`config.mk`:
```
export PLATFORM = sky130hd
export DESIGN_NAME = srfr_decoder
export DESIGN_NICKNAME = d
export VERILOG_FILES = /design/src/sv/srfr_pkg.sv /design/src/sv/srfr_decoder.sv
export VERILOG_INCLUDE_DIRS = /design/src /design/src/sv
export SDC_FILE = /design/constraint.sdc
export NUM_CORES = 1
export LEC_CHECK = 0
export BUFFER_PORTS_ARGS = -buffer_cell sky130_fd_sc_hd__buf_4
export CAP_MARGIN = 10
export CORE_ASPECT_RATIO = 0.6
export CORE_MARGIN = 5
export CORE_UTILIZATION = 40
export DETAILED_ROUTE_END_ITERATION = 8
export GPL_TIMING_DRIVEN = 0
export PLACE_DENSITY = 0.65
export REMOVE_ABC_BUFFERS = 1
export SLEW_MARGIN = 40
export SYNTH_ARGS = -nofsm -noshare
export SYNTH_HDL_FRONTEND = slang
export SYNTH_SLANG_ARGS = --single-unit
```
`constraint.sdc`:
```
create_clock -name i_clk -period 3.2 [get_ports i_clk]
set_clock_uncertainty 0.15 [all_clocks]
set_input_delay 0.64 -clock i_clk [delete_from_list [all_inputs] [get_ports i_clk]]
set_output_delay 0.64 -clock i_clk [all_outputs]
set_load 0.03 [all_outputs]
```
`src/sv/assert_macros.svh`:
```
// Assertion macros shared by the frame reader RTL.
// Depends on nothing; include by bare file name.
`ifndef ASSERT_MACROS_SVH
`define ASSERT_MACROS_SVH

`ifndef ASSERT_OFF

// Property checked at every rising edge outside reset.
`define ASSERT_PROP(lbl, clk, rst_n, prop) \
    lbl: assert property (@(posedge clk) disable iff (!(rst_n)) prop) \
        else $error("assertion failed");

// Condition that must never be seen outside reset.
`define ASSERT_NEVER(lbl, clk, rst_n, cond) \
    lbl: assert property (@(posedge clk) disable iff (!(rst_n)) !(cond)) \
        else $error("forbidden condition seen");

`else

`define ASSERT_PROP(lbl, clk, rst_n, prop)
`define ASSERT_NEVER(lbl, clk, rst_n, cond)

`endif

`endif

```
`src/sv/srfr_pkg.sv`:
```
// Shared types and constants of the SLIP response frame reader.
// Used by the decoder and the top level; depends on nothing.
package srfr_pkg;

    // SLIP special bytes.
    localparam logic [7:0] SLIP_END     = 8'hC0;
    localparam logic [7:0] SLIP_ESC     = 8'hDB;
    localparam logic [7:0] SLIP_ESC_END = 8'hDC;
    localparam logic [7:0] SLIP_ESC_ESC = 8'hDD;

    // Frame byte counter width and response header length.
    localparam int         COUNT_W    = 11;
    localparam logic [10:0] HEADER_LEN = 11'd8;

    // Result status codes.
    localparam logic [1:0] ST_OK       = 2'd0;
    localparam logic [1:0] ST_CHECK    = 2'd1;
    localparam logic [1:0] ST_OVERFLOW = 2'd2;
    localparam logic [1:0] ST_RANGE    = 2'd3;

    // Item functions.
    localparam logic FUNC_PUSH = 1'b0;
    localparam logic FUNC_READ = 1'b1;

    // Configuration register indexes.
    localparam logic CFG_FRAME_LIMIT = 1'b0;
    localparam logic CFG_RESP_DIR    = 1'b1;

    // Reset values of the configuration registers.
    localparam logic [10:0] FRAME_LIMIT_RST = 11'd1024;
    localparam logic [7:0]  RESP_DIR_RST    = 8'd1;

    // Result of one item, short of the byte read from the frame store.
    typedef struct packed {
        logic [1:0]  status;
        logic        resp_complete;
        logic [7:0]  command;
        logic [31:0] response_value;
        logic [9:0]  payload_length;
        logic        read_hit;
    } t_srfr_result;

endpackage

```
`src/sv/srfr_decoder.sv`:
```
// SLIP unframing, header shadow and response check of the frame reader.
// Depends on srfr_pkg and assert_macros.svh; drives the frame store ports.
`include "assert_macros.svh"

module srfr_decoder
    import srfr_pkg::*;
#(
    parameter int FRAME_DEPTH = 1024
) (
    input  logic                           i_clk,
    input  logic                           i_rst_n,
    input  logic                           i_accept,
    input  logic                           i_func,
    input  logic [7:0]                     i_rx_byte,
    input  logic [9:0]                     i_read_index,
    input  logic [10:0]                    i_frame_limit,
    input  logic [7:0]                     i_response_direction,
    output t_srfr_result                   o_result,
    output logic                           o_wr_en,
    output logic [$clog2(FRAME_DEPTH)-1:0] o_wr_addr,
    output logic [7:0]                     o_wr_data,
    output logic                           o_rd_en,
    output logic [$clog2(FRAME_DEPTH)-1:0] o_rd_addr
);

    localparam int AW  = $clog2(FRAME_DEPTH);
    localparam int DW  = $clog2(FRAME_DEPTH + 1);
    localparam int KW  = (DW > COUNT_W) ? DW : COUNT_W;

    logic [10:0] r_byte_count, n_byte_count;
    logic        r_inside, n_inside;
    logic        r_escape, n_escape;
    logic [63:0] r_header, n_header;
    logic [10:0] r_last_plen, n_last_plen;

    logic        do_store;
    logic [7:0]  store_val;
    logic        overflow;
    logic [10:0] rd_sum;
    logic [15:0] hdr_len;
    logic [10:0] body_len;

    // Header length field and the byte count it must match.
    assign hdr_len  = {r_header[31:24], r_header[23:16]};
    assign body_len = r_byte_count - HEADER_LEN;
    assign overflow = (r_byte_count >= i_frame_limit) ||
                      (KW'(r_byte_count) >= KW'(FRAME_DEPTH));
    assign rd_sum   = {1'b0, i_read_index} + HEADER_LEN;

    // Next state, result and frame store access for the accepted item.
    always_comb begin
        n_byte_count = r_byte_count;
        n_inside     = r_inside;
        n_escape     = r_escape;
        n_header     = r_header;
        n_last_plen  = r_last_plen;
        o_result     = '0;
        do_store     = 1'b0;
        store_val    = i_rx_byte;
        o_wr_en      = 1'b0;
        o_wr_addr    = AW'(r_byte_count);
        o_wr_data    = store_val;
        o_rd_en      = 1'b0;
        o_rd_addr    = AW'(rd_sum);

        if (i_accept) begin
            if (i_func == FUNC_READ) begin
                if ({1'b0, i_read_index} >= r_last_plen) begin
                    o_result.status = ST_RANGE;
                end else begin
                    o_result.read_hit = 1'b1;
                    o_rd_en           = 1'b1;
                end
            end else if (i_rx_byte == SLIP_END) begin
                if (!r_inside) begin
                    // Opening delimiter starts a fresh frame.
                    n_inside     = 1'b1;
                    n_escape     = 1'b0;
                    n_byte_count = '0;
                    n_header     = '0;
                end else if (r_escape) begin
                    n_byte_count    = '0;
                    n_inside        = 1'b0;
                    n_escape        = 1'b0;
                    o_result.status = ST_CHECK;
                end else begin
                    // Closing delimiter: check the response header.
                    n_inside = 1'b0;
                    if (r_byte_count < HEADER_LEN ||
                        r_header[7:0] != i_response_direction ||
                        hdr_len != 16'(body_len)) begin
                        n_byte_count    = '0;
                        n_escape        = 1'b0;
                        o_result.status = ST_CHECK;
                    end else begin
                        o_result.resp_complete  = 1'b1;
                        o_result.command        = r_header[15:8];
                        o_result.response_value = r_header[63:32];
                        o_result.payload_length = body_len[9:0];
                        n_last_plen             = body_len;
                    end
                end
            end else if (r_inside) begin
                if (r_escape) begin
                    n_escape = 1'b0;
                    if (i_rx_byte == SLIP_ESC_END) begin
                        do_store  = 1'b1;
                        store_val = SLIP_END;
                    end else if (i_rx_byte == SLIP_ESC_ESC) begin
                        do_store  = 1'b1;
                        store_val = SLIP_ESC;
                    end else begin
                        n_byte_count    = '0;
                        n_inside        = 1'b0;
                        o_result.status = ST_CHECK;
                    end
                end else if (i_rx_byte == SLIP_ESC) begin
                    n_escape = 1'b1;
                end else begin
                    do_store = 1'b1;
                end
            end
        end

        // Store one unescaped byte, or drop the frame when it is full.
        o_wr_data = store_val;
        if (do_store) begin
            if (overflow) begin
                n_byte_count    = '0;
                n_inside        = 1'b0;
                n_escape        = 1'b0;
                o_result.status = ST_OVERFLOW;
            end else begin
                o_wr_en      = 1'b1;
                n_byte_count = r_byte_count + 11'd1;
                for (int k = 0; k < 8; k++) begin
                    if (r_byte_count < HEADER_LEN && r_byte_count[2:0] == 3'(k)) begin
                        n_header[k*8 +: 8] = store_val;
                    end
                end
            end
        end
    end

    // Decoder state registers.
    always_ff @(posedge i_clk) begin
        if (!i_rst_n) begin
            r_byte_count <= '0;
            r_inside     <= 1'b0;
            r_escape     <= 1'b0;
            r_header     <= '0;
            r_last_plen  <= '0;
        end else begin
            r_byte_count <= n_byte_count;
            r_inside     <= n_inside;
            r_escape     <= n_escape;
            r_header     <= n_header;
            r_last_plen  <= n_last_plen;
        end
    end

    // An escape is only ever pending inside a frame.
    `ASSERT_PROP(a_escape_in_frame, i_clk, i_rst_n, r_escape |-> r_inside)
    // The byte count never runs past the frame store.
    `ASSERT_PROP(a_count_bound, i_clk, i_rst_n, KW'(r_byte_count) <= KW'(FRAME_DEPTH))
    // A completed response closes the frame.
    `ASSERT_PROP(a_close_frame, i_clk, i_rst_n,
        (i_accept && o_result.resp_complete) |=> !r_inside)

endmodule

```
==> qor.txt <==
status: finished with violations
violated checks: setup timing
largest cells by area after synthesis: dfxtp_1, mux2i_1, ha_1
post-synthesis cell type count: 66
Top FF cell, synth: dfxtp_1
PD cells: 324.2 nW/um^2
# diodes: 0
RSZ-0062 raised after global routing: true
Hold Path Class: reg -> reg
CP max FO: 8
Slew Limit Fails: 0
first-pass GRT wire length: 29500 um
# rows: 33
final hold viol count: 0
Area Growth Syn to Fin: 40.41%
startpoint class of the critical path: flop
biggest area consumer among synthesized cells: dfxtp_1
sequential area share after synthesis: 31.04%
Die Span Y: 102.3 um
final global-route overflow total: 0
largest net degree at the start of global routing: 36
Routed WL: 19600 um
clk sinks: 88
clk_lat worst skew: 0.34 ns
number of synthesized flops with an enable pin: 0
f_max: 281.6 MHz
max_slew headroom: 46.39%
Final #Nets: 863
num ports: 125
#FFs+latches synth: 88
crit path DAT: 2.76 ns
Slowest-stage cell, CP: dfxtp_4
Buffers on Ports: 124
CTS Buf Count: 9
final setup violation count: 52
antenna viol nets, final: 0
met2 Usage GRT: 33.84%
GRT Total Usage: 22.57%
Critical Path Sink Type: output port
Peak supply drop: 0.3222 mV
crit share post-route: 111.0%
grt met1 use: 31.74%
top-count cell post-synth: nand2_1
Setup CP Type: reg -> out
DR vias: 5587
share of cells above drive strength 1: 36.51%
H-tree depth: 3
Die X: 163.8 um
max-cap violation count: 0
Residual DRC: 0
Final Critical Period: 3.551 ns
CP most frequent cell: buf_6
gr busiest metal: met2
Routability Congestion: 0.8658
placed instance area: 6606 um^2
Core ar.: 13790 um^2
Post-DP HPWL: 12150 um
Non-Filler Cell Area, Final: 7969 um^2
Crit path required time: 2.41 ns
initial drt markers: 487
Clock Pin Slew Worst Setup and Hold Paths: 0.07 ns
CTS root buffer: clkbuf_16
Initial Util: 41.15%
WP buf/inv: 3
final worst slack: -0.3510 ns
die area: 16750 um^2
CTS Buffer Depth: 2
hold buffers post-CTS: 0
routed len/inst: 19.82 um
Crit path max-delay family: simple AND/OR/NAND/NOR gates
Synth top area share: 31.04%
CTS tree: built
GR Util met3: 6.973%
Avg Cell Area, Syn: 8.483 um^2
measured slew at the worst slew-check pin: 0.8041 ns
number of global-route vias before repair: 5454
DP Worst Slack: -1.364 ns
Yosys Warn Count: 0
drt pass-1 iters: 5
CP peak stage delay: 0.37 ns
Syn Inst Count: 669
antenna violations before repair: 0
fraction of registers with async set/reset: 0%
Cell Chain, Critical Path: inv_4, ha_4, xnor2_2, nor4_1, and3_1, nand3_2, nor4_4, buf_6, and4_4, and2_4, buf_6
leakage: 3.559 nW
post-DR vias/cell: 5.649
most frequent cells after synthesis: nand2_1, dfxtp_1, mux2i_1, and2_1, clkbuf_1
Post-Syn Area: 5675 um^2
==> logic make-up after synthesis <==
group	after synthesis	share of synthesized area, %
multiplexers	75	13.23
AO/OA/AOI/OAI	59	7.716
AND/OR/NAND/NOR	301	29.28
buffers and inverters	86	6.988
adder cells (fa/ha/maj)	30	6.614
XOR/XNOR	30	5.137
flip-flops	88	31.04
==> through the flow <==
stage / cells / TNS, ns / power, mW / hold slack, ns / utilization, %
2_1_floorplan: 612 / -59.03 / 1.255 / 0.2801 / -
3_3_place_gp: 928 / -161.48 / 1.381 / 0.2891 / 47.56
3_5_place_dp: 930 / -123.37 / 1.393 / 0.2936 / 47.90
4_1_cts: 971 / -13.23 / 2.576 / 0.3118 / 55.38
5_1_grt: 989 / -22.42 / 2.662 / 0.3263 / 57.78
6_report: 989 / -16.12 / 2.584 / 0.3120 / 57.78
==> layout make-up <==
| class | instances | area, um^2 |
|---|---|---|
| Clock inverter | 5 | 86.33 |
| Multi-Input combinational cell | 502 | 4023 |
| Clock buffer | 11 | 252.7 |
| Tap cell | 192 | 240.2 |
| Timing Repair Buffer | 162 | 1454 |
| Fill cell | 1201 | 5822 |
| Sequential cell | 88 | 1797 |
| Inverter | 29 | 116.4 |
==> per-layer routing <==
layer,vias up,wire [um]
li1,2568,-
met2,323,8482
met3,44,2300
met4,0,308
met5,-,0
met1,2652,8513
==> tightest hold or removal path, cell delays in order, from the launching register on <==
cell	delay, ns
dfxtp_1	0.31
nand2_1	0.05
mux2i_1	0.06
==> what timing repair did <==
action / in CTS / in global routing
pin swaps: 24 / 13
setup endpoints to repair: 142 / 76
setup buffers: 18 / 18
resized for setup: 141 / 42
gates cloned: 7 / 0
==> placed cells by master (no fill, tap or decap), drive strengths merged, types with 2 or more instances in the layout <==
master / n
nor2b: 15
and3: 5
ha: 30
buf: 162
or2: 3
and4: 9
nor2: 31
nand4: 6
a211oi: 9
nor3: 18
a21o: 3
mux2i: 75
and2: 54
nor4: 16
xnor2: 10
nand3b: 4
or4: 5
or3: 10
o211ai: 5
inv: 29
a311oi: 2
o311ai: 6
o31ai: 2
a21oi: 2
o21a: 5
nor3b: 3
nand2: 99
xor2: 18
nand3: 25
dfxtp: 88
clkinv: 3
o21bai: 2
bufinv: 2
o21ai: 14
clkbuf: 11
==> power breakdown <==
part	switching [mW]	leakage, nW	internal (mW)	total, mW
combinational	0.179	2.68	0.120	0.299
clock	0.453	0.166	0.733	1.19
sequential	0.00914	0.717	1.09	1.10
total	0.641	3.56	1.94	2.58
==> registers in the layout, indices dropped and copies added, names as in the netlist <==
| name | count |
|---|---|
| r_byte_count | 11 |
| r_escape | 1 |
| r_header | 64 |
| r_inside | 1 |
| r_last_plen | 11 |
==> path summary, 6_finish.rpt <==
check | from | endpoint | slack (ns) | cells past startpoint
hold / removal | r_header[33] | r_header[33] | 0.31 | 2
setup reg to reg | r_byte_count[7] | r_byte_count[6] | 0.12 | 7
hold reg to reg | r_header[33] | r_header[33] | 0.31 | 2
setup / recovery | r_byte_count[4] | o_result[36] | -0.35 | 11
No activity file was read; power rests on OpenSTA's default activity.
